File: src/sv/kss_pkg.sv
`timescale 1ns / 1ps
`default_nettype none
package kss_pkg;

  // Fixed field widths of the item formats.
  localparam int unsigned SAMPLE_W = 32;
  localparam int unsigned D_W      = 17;
  localparam int unsigned CNT_W    = 9;

  // Default store depths.
  localparam int unsigned WINDOW_DEPTH_DEF    = 256;
  localparam int unsigned REFERENCE_DEPTH_DEF = 256;

  // Command codes.
  localparam logic [1:0] CMD_PUSH_W  = 2'd0;
  localparam logic [1:0] CMD_PUSH_R  = 2'd1;
  localparam logic [1:0] CMD_COMPUTE = 2'd2;
  localparam logic [1:0] CMD_CLR_REF = 2'd3;

  // Status codes.
  localparam logic [1:0] STAT_OK       = 2'd0;
  localparam logic [1:0] STAT_OVERFLOW = 2'd1;
  localparam logic [1:0] STAT_EMPTY    = 2'd2;

  // Flipping the sign bit makes unsigned order equal signed order.
  localparam logic [SAMPLE_W-1:0] KEY_FLIP = 32'h8000_0000;

  typedef struct packed {
    logic [1:0]                 command;
    logic signed [SAMPLE_W-1:0] sample;
  } in_item_t;

  typedef struct packed {
    logic [D_W-1:0]   d_stat;
    logic [CNT_W-1:0] window_count;
    logic [CNT_W-1:0] reference_count;
    logic [1:0]       status;
  } out_item_t;

  // Commands from the controller to the datapath.
  typedef struct packed {
    logic ins_begin;
    logic ins_step;
    logic clr_ref;
    logic merge_begin;
    logic merge_step;
    logic div_begin;
    logic div_step;
    logic finish;
  } dp_cmd_t;

  // Status from the datapath to the controller.
  typedef struct packed {
    logic push_full;
    logic ins_done;
    logic any_empty;
    logic merge_last;
    logic pipe_busy;
    logic div_last;
    logic out_free;
  } dp_stat_t;

endpackage
`default_nettype wire

File: src/sv/kss_ctrl.sv
`timescale 1ns / 1ps
`default_nettype none
module kss_ctrl (
  input  wire logic              clk_i,
  input  wire logic              rst_ni,
  input  wire logic              in_valid_i,
  input  wire logic [1:0]        in_command_i,
  output logic                   in_stall_o,
  output kss_pkg::dp_cmd_t       cmd_o,
  input  wire kss_pkg::dp_stat_t stat_i
);

  localparam logic [2:0] ST_IDLE  = 3'd0;
  localparam logic [2:0] ST_INS   = 3'd1;
  localparam logic [2:0] ST_MERGE = 3'd2;
  localparam logic [2:0] ST_DRAIN = 3'd3;
  localparam logic [2:0] ST_DIV   = 3'd4;
  localparam logic [2:0] ST_RES   = 3'd5;

  logic [2:0] state_q, state_d;
  logic       accept;

  assign in_stall_o = (state_q != ST_IDLE);
  assign accept     = in_valid_i && !in_stall_o;

  // Sequencer for insertion, reference clear, merge, division and result hand-off.
  always_comb begin
    state_d = state_q;
    cmd_o   = '0;
    case (state_q)
      ST_IDLE: begin
        if (accept) begin
          if (in_command_i inside {kss_pkg::CMD_PUSH_W, kss_pkg::CMD_PUSH_R}) begin
            cmd_o.ins_begin = 1'b1;
            if (!stat_i.push_full) begin
              state_d = ST_INS;
            end
          end else if (in_command_i == kss_pkg::CMD_COMPUTE) begin
            if (stat_i.any_empty) begin
              state_d = ST_RES;
            end else begin
              cmd_o.merge_begin = 1'b1;
              state_d           = ST_MERGE;
            end
          end else begin
            cmd_o.clr_ref = 1'b1;
          end
        end
      end
      ST_INS: begin
        cmd_o.ins_step = 1'b1;
        if (stat_i.ins_done) begin
          state_d = ST_IDLE;
        end
      end
      ST_MERGE: begin
        cmd_o.merge_step = 1'b1;
        if (stat_i.merge_last) begin
          state_d = ST_DRAIN;
        end
      end
      ST_DRAIN: begin
        if (!stat_i.pipe_busy) begin
          cmd_o.div_begin = 1'b1;
          state_d         = ST_DIV;
        end
      end
      ST_DIV: begin
        cmd_o.div_step = 1'b1;
        if (stat_i.div_last) begin
          state_d = ST_RES;
        end
      end
      ST_RES: begin
        if (stat_i.out_free) begin
          cmd_o.finish = 1'b1;
          state_d      = ST_IDLE;
        end
      end
      default: begin
        state_d = ST_IDLE;
      end
    endcase
  end

  always_ff @(posedge clk_i or negedge rst_ni) begin
    if (!rst_ni) begin
      state_q <= ST_IDLE;
    end else begin
      state_q <= state_d;
    end
  end

endmodule
`default_nettype wire

File: config.mk
export PLATFORM = sky130hd
export DESIGN_NAME = kss_ctrl
export DESIGN_NICKNAME = d
export VERILOG_FILES = /design/src/sv/kss_pkg.sv /design/src/sv/kss_ctrl.sv
export SDC_FILE = /design/constraint.sdc
export NUM_CORES = 1
export LEC_CHECK = 0
export ABC_AREA = 1
export BUFFER_PORTS_ARGS = -buffer_cell sky130_fd_sc_hd__clkbuf_2
export CAP_MARGIN = 20
export CORE_AREA = 5 5 42 44
export CTS_CLUSTER_DIAMETER = 200
export DETAILED_ROUTE_END_ITERATION = 7
export DIE_AREA = 0 0 47 49
export GPL_TIMING_DRIVEN = 0
export PLACE_DENSITY = 0.64
export SLEW_MARGIN = 10
export SYNTH_ARGS = -nofsm -noshare
export SYNTH_HDL_FRONTEND = slang
export SYNTH_SLANG_ARGS = --single-unit
File: constraint.sdc
create_clock -name clk_i -period 1.1 [get_ports clk_i]
set_input_delay 0.33 -clock clk_i [delete_from_list [all_inputs] [get_ports clk_i]]
set_output_delay 0.33 -clock clk_i [all_outputs]
set_load 0.1 [all_outputs]
; Word level (Yosys, flattened, before mapping)
; Index checks and enable logic that the tools add are counted.
[totals]
output_inout_bits = 9
register_bits = 3
[classes]
eq_ne = 15
mux = 27
n_reduce_logical = 7
[op_table]
columns = cell, n
row1 = 3-bit two-way mux, 10
row2 = 3-bit one-hot mux with 6 select lines, 1
row3 = 1-bit two-way mux, 13
row4 = "2-bit != test, second input constant", 6
row5 = 8-bit AND reduction, 1
row6 = "3-bit by 2-bit == test with 1-bit output, second input constant", 2
row7 = "3-bit == test, second input constant", 2
row8 = 2-bit two-way mux, 3
row9 = "3-bit != test, second input constant", 2
row10 = "3-bit by 1-bit == test with 1-bit output, second input constant", 1
row11 = 3-bit logical NOT, 1
row12 = 3-bit nonzero test, 1
row13 = "2-bit by 1-bit == test with 1-bit output, second input constant", 1
row14 = "2-bit == test, second input constant", 1
row15 = 2-bit logical NOT, 1
row16 = 2-bit nonzero test, 1
row17 = 1-bit logical AND, 1
row18 = 1-bit logical NOT, 1

; Depth between registers and ports, before layout
; Gate-level depths: netlist (run 1).
[depth]
depth_word = 5
depth_mapped = 8
ltp_nobuf = 8

; Least setup slack after synthesis (run 1)
; Ideal clock, no wire load.
[synth_timing]
path_type = register to output
start = register state_q[0]
end = output port cmd_o[0] (netlist bit)
slack_ns = -2.628
t_arrival_ns = 3.398
stages_incl_launch_ff = 3
required_time_ns = 0.770
n_path_buf = 0
path_cell_list = dfrtp_1 inv_1 nor4_1
[synth_lines]
columns = item, line
row1 = "start, declared", kss_ctrl.sv:20  ; logic [2:0] state_q, state_d;
row2 = "start signal, assigned", kss_ctrl.sv:90  ; state_q <= state_d;
row3 = "end, declared", kss_ctrl.sv:9  ; output kss_pkg::dp_cmd_t cmd_o,

==> results of run 1 <==
## kinds of logic after synthesis
| family | synth area share |
|---|---|
| DFF | 0.226 |
| and+or+nand+nor | 0.600 |
| buffers and inverters | 0.158 |
| AOI/OAI and AO/OA | 0.0151 |
## stage by stage
| step | cell area (µm²) | hold slack (ns) | utilization | total power, µW | instances |
|---|---|---|---|---|---|
| 2_1_floorplan | 420 | 0.0344 | - | 1340 | 61 |
| 6_report | 903 | 0.417 | 0.645 | 2490 | 115 |
| 4_1_cts | 828 | 0.420 | 0.591 | 2250 | 110 |
| 5_1_grt | 903 | 0.436 | 0.645 | 2630 | 115 |
| 3_5_place_dp | 541 | 0.128 | 0.386 | 1530 | 97 |
| 3_3_place_gp | 541 | 0.126 | 0.386 | 1520 | 97 |
## layout by cell type (no fill, tap or decap), types with 2 or more instances in the layout
| master | n |
|---|---|
| buf_4 | 8 |
| buf_6 | 5 |
| clkbuf_16 | 7 |
| clkbuf_2 | 11 |
| clkbuf_4 | 3 |
| clkinvlp_4 | 2 |
| dfrtp_2 | 3 |
| inv_1 | 10 |
| nand2_1 | 10 |
| nand2_2 | 4 |
| nand3_1 | 12 |
| nand3_2 | 2 |
| nor2_1 | 2 |
| nor2_4 | 7 |
| nor3_4 | 2 |
## worst paths after layout
path | start | end | slack (ns) | depth (start not counted)
setup reg to reg | state_q[0] | state_q[0] | -0.27 | 9
max in group asynchronous | rst_ni | state_q[1] | 0.56 | 2
hold / removal | rst_ni | state_q[2] | 0.42 | 2
min in group clk_i | stat_i[4] | state_q[2] | 0.48 | 5
hold reg to reg | state_q[0] | state_q[0] | 0.56 | 2
setup / recovery | state_q[0] | cmd_o[4] | -0.63 | 4
## layer usage
layer	track usage	up-vias
li1	-	270
met3	0.0148	6
met5	0	-
met2	0.201	17
met4	0.101	0
met1	0.148	253
## worst max-delay path, delay by kind of cell, from the launching register on
family	cells	cell delay [ns]
flip-flops	1	0.44
AND/OR/NAND/NOR	3	0.48
buffers and inverters	1	0.23
## power by group
group / switching [µW] / internal [µW] / total (µW) / leakage [µW]
clock network: 63.5 / 136 / 200 / 0.0000150
registers: 78.0 / 160 / 238 / 0.0000349
logic: 1210 / 846 / 2060 / 0.000397
total: 1350 / 1140 / 2490 / 0.000447
## area by class of cell
type,count,area [µm²]
flip-flops and latches,3,78.8
multi-input cells,44,324
repair buffers,34,392
inverters,14,62.6
fillers,121,498
clock buffers,4,26.3
well taps,16,20.0
## what timing repair did
item	in CTS	in global routing
resized for setup	36	11
endpoints found under the hold margin	3	0
gates cloned	0	0
setup buffers	9	5
endpoints found under the setup margin	12	12
hold buffers	1	0
pin swaps	6	3
==> flow_metrics.py, run 1 <==
metrics = {
    "placed_design": {
        "detailedPlace.worstSlack_ns": -0.757,
        "dp.final_hpwl_um": 820,
        "finalWeightedCongestion": 0.724,
        "portBuffers": 20,
    },
    "clock_network": {
        "htree_levels": 1,
        "cts-buffers-inserted": 3,
        "clk_path_buf_depth": 2,
        "cts_tree": "done",
        "cts_num_sinks": 3,
        "worst_skew_pair.late_latency_ns": 0.24,
        "clkSlewWorstSetupHoldPaths_ns": 0.04,
        "clock_tree.root_cell": "clkbuf_4",
    },
    "timing": {
        "skew_ns": 0.00517,
        "setup_total_negative_slack_ns": -5.66,
        "rsz0062_at_grt": "yes",
        "layout_worst_path_cycle_share": 1.57,
        "fmax_ghz": 0.578,
        "setup_violations": 12,
        "final-hold-violation-count": 0,
        "worst_slew_pin_slew_ns": 0.239,
        "worst_slew_margin_rel": 0.839,
        "min_period_ns": 1.73,
        "drv_slew": 0,
        "final_critical_path_setup_slack_ns": -0.630,
    },
    "global_routing": {
        "largest_net_degree_at_the_start_of_global_routing": 7,
        "grt_pass1_wl_mm": 2.18,
        "first_global_vias": 528,
        "number_of_antenna_violations_at_the_first_check_in_global_routing": 0,
        "grt_overflow": 0,
        "globalRouteTotalUtil": 0.128,
    },
    "pwr": {
        "leakage_uw": 0.000447,
        "max-vdd-ir-drop_uv": 2310,
        "p_per_area_nw_per_um2": 2760,
    },
    "drt": {
        "drt-vias-per-instance": 4.75,
        "drt.antenna.violating_nets": 0,
        "totalWireLength_mm": 1.28,
        "drt_pass1_iterations": 5,
        "route.vias.total": 546,
        "first_iter_violations": 11,
        "dr.max_layer_used": "met4",
        "drc": 0,
        "met3WireLength_um": 42,
        "routed_wire_length_on_met2_um": 696,
        "wl_per_cell_um": 11.1,
        "route.layer.met1.wl_um": 471,
    },
    "cells_and_area": {
        "layout_top_registers": "state_q: 3 flops",
        "diodes": 0,
        "area_delta_synth_final_pct": 172,
        "largest_reg_flops": 3,
        "final_layout_size_suffix_gt1_frac": 0.616,
        "design.final.nets": 112,
        "regMostFlops": "state_q",
    },
    "yosys": {
        "ys_top_cells_by_area": "dfrtp_1, nand3_1, nand2_1, inv_1, nor2_1",
        "ys.warnings.count": 0,
        "netlist_top_cells_count": "nand2_1, nand3_1, inv_1, nor2_1, dfrtp_1",
        "syn_inst": 61,
        "synth_sequential_area_ratio": 0.226,
        "mappedNetlistArea_um2": 332,
        "synth_ff_type": "dfrtp_1",
        "average_cell_area_after_synthesis_um2": 5.44,
        "netlist.area_leader.share": 0.226,
        "post_synth_edffs": 0,
        "asyncSetResetFlopFracSynth": 1.00,
        "postSynthRegisterBits": 3,
        "yosysUniqueCellTypes": 11,
        "yosysTopAreaCell": "dfrtp_1",
        "synth_nets": 73,
    },
    "critical_path": {
        "start_kind": "flop",
        "timing.setup.critical_path_class": "reg2out",
        "worst_path_max_delay_cell": "dfrtp_2",
        "arrival_ns": 1.40,
        "timing.critical_path.to_type": "primary output",
        "critical-path-max-stage-delay_ns": 0.44,
        "crit_path_max_fanout": 4,
        "worst-endpoint-required_ns": 0.77,
        "cp_cell_sequence": "nor2_4 > nand3_4 > nor3_4 > clkbuf_16",
    },
    "floorplan": {
        "start_util": 0.237,
        "fp-row-count": 14,
        "die-height_um": 49,
        "core_area_um2": 1400,
        "die_w_um": 47,
        "die_footprint_um2": 2300,
        "design.portCount": 21,
    },
    "run_status": {
        "failed_checks": "setup timing",
        "run_status": "complete, but fails checks",
    },
    "min_path": {
        "hp-class": "in2async",
    },
    "flow_run": {
        "maxCapViolCount": 0,
    },
}
Power figures use the tool's default switching activity.
==> run 2, diff against run 1 <==
PLACE_DENSITY = 0.62   (was 0.64)
clock period = 1.9 ns   (was 1.1 ns; I/O delays follow)
==> flow_metrics.py, run 2 (synthesis gave the netlist of run 1 again) <==
metrics = {
    "placed_design": {
        "placed_cell_area_um2": 534,
        "dp.final_hpwl_um": 808,
        "portBuffers": 20,
        "finalWeightedCongestion": 0.773,
        "post-place-cells": 97,
    },
    "timing": {
        "final-hold-violation-count": 0,
        "drv_slew": 0,
        "setup_violations": 5,
        "worst_slew_margin_rel": 0.848,
        "rsz0062_at_grt": "yes",
        "fmax_ghz": 0.507,
        "min_period_ns": 1.97,
        "final_critical_path_setup_slack_ns": -0.0730,
        "layout_worst_path_cycle_share": 1.04,
        "worst_slew_pin_slew_ns": 0.226,
        "skew_ns": 0.00395,
    },
    "cells_and_area": {
        "diodes": 0,
        "final-instance-count-excl-fill": 109,
        "regMostFlops": "state_q",
        "area_delta_synth_final_pct": 138,
        "layout.cell_area.non_filler_um2": 788,
        "design.final.nets": 106,
        "final_layout_size_suffix_gt1_frac": 0.538,
        "layout_common_cells": "nand3_1, nand2_1, clkbuf_2",
        "largest_reg_flops": 3,
        "layout_top_registers": "state_q: 3 flops",
        "layout.cells.most_common": "nand3_1",
    },
    "run_status": {
        "run_status": "complete, but fails checks",
        "failed_checks": "setup timing",
    },
    "floorplan": {
        "design.portCount": 21,
        "core_area_um2": 1400,
        "die-height_um": 49,
        "start_util": 0.237,
        "fp-row-count": 14,
        "die_footprint_um2": 2300,
        "die_w_um": 47,
    },
    "pwr": {
        "p_per_area_nw_per_um2": 1650,
        "finalPower_uw": 1300,
        "max-vdd-ir-drop_uv": 1040,
        "leakage_uw": 0.000397,
    },
    "global_routing": {
        "largest_net_degree_at_the_start_of_global_routing": 9,
        "first_global_vias": 484,
        "globalRouteTotalUtil": 0.114,
        "grt_overflow": 0,
        "number_of_antenna_violations_at_the_first_check_in_global_routing": 0,
        "grt_pass1_wl_mm": 1.96,
    },
    "critical_path": {
        "arrival_ns": 1.40,
        "crit_path_max_fanout": 5,
        "worst-endpoint-required_ns": 1.33,
        "start_kind": "flop",
        "timing.critical_path.to_type": "primary output",
        "rr_worst_depth": 9,
        "timing.setup.critical_path_class": "reg2out",
        "reg2reg_setup_slack_ns": 0.47,
    },
    "clock_network": {
        "worst_skew_pair.late_latency_ns": 0.23,
        "clkSlewWorstSetupHoldPaths_ns": 0.04,
        "clock_tree.root_cell": "clkbuf_4",
        "cts_tree": "done",
        "htree_levels": 1,
        "cts-buffers-inserted": 3,
        "clk_path_buf_depth": 2,
        "cts_num_sinks": 3,
    },
    "drt": {
        "route.vias.total": 486,
        "drt_pass1_iterations": 4,
        "wl_per_cell_um": 11.7,
        "first_iter_violations": 6,
        "totalWireLength_mm": 1.27,
        "drc": 0,
        "drt.antenna.violating_nets": 0,
        "drt-vias-per-instance": 4.46,
    },
    "flow_run": {
        "maxCapViolCount": 0,
    },
    "min_path": {
        "hp-class": "in2async",
    },
}
[run 2: path summary, 6_finish.rpt]
kind                            start          to
setup / recovery           state_q[1]    cmd_o[4]
hold / removal                 rst_ni  state_q[1]
setup reg to reg           state_q[1]  state_q[0]
hold reg to reg            state_q[0]  state_q[0]
max in group asynchronous      rst_ni  state_q[0]
min in group clk_i         state_q[0]  state_q[0]
[run 2: layout make-up]
class / instances / area (µm²)
Multi-Input combinational cell: 44 / 294
Sequential cell: 3 / 78.8
Tap cell: 16 / 20.0
Fill cell: 132 / 613
Timing Repair Buffer: 28 / 307
Clock buffer: 4 / 26.3
Inverter: 14 / 62.6
[run 2: per-layer routing]
layer  GRT usage  vias to the layer above  wire, µm
li1            -                      254         -
met3      0.0554                        0        85
met1       0.142                      214       517
met5           0                        -         0
met4           0                        0         0
met2       0.186                       18       671
[run 2: report_power, final]
| group | leakage (µW) | total (µW) | switching (µW) | internal, µW |
|---|---|---|---|---|
| sequential | 0.0000349 | 142 | 49.3 | 92.7 |
| clock | 0.0000150 | 110 | 31.5 | 78.6 |
| combinational | 0.000347 | 1050 | 664 | 385 |
[run 2: metrics by stage]
step                TNS [ns]  hold WS, ns  setup WS, ns   util
floorplan             -0.664        0.274        -0.338      -
global placement      -0.504        0.367        -0.181  0.381
detailed placement    -0.559        0.369        -0.194  0.381
CTS                   -0.144        0.127       -0.0728  0.528
global route          -0.589        0.116        -0.158  0.563
finish                -0.207        0.128       -0.0730  0.563
[run 2: critical path, cell delays in order (launching register included)]
cell,delay (ns)
dfrtp_2,0.45
nor2_4,0.20
nand3_4,0.14
nor3_4,0.16
clkbuf_16,0.22
[run 2: repair_timing]
item                       CTS  global route
hold buffers                 0             0
setup endpoints to repair    9             8
pin swaps                    3             3
gates resized for setup     27            11
setup buffers                5             3
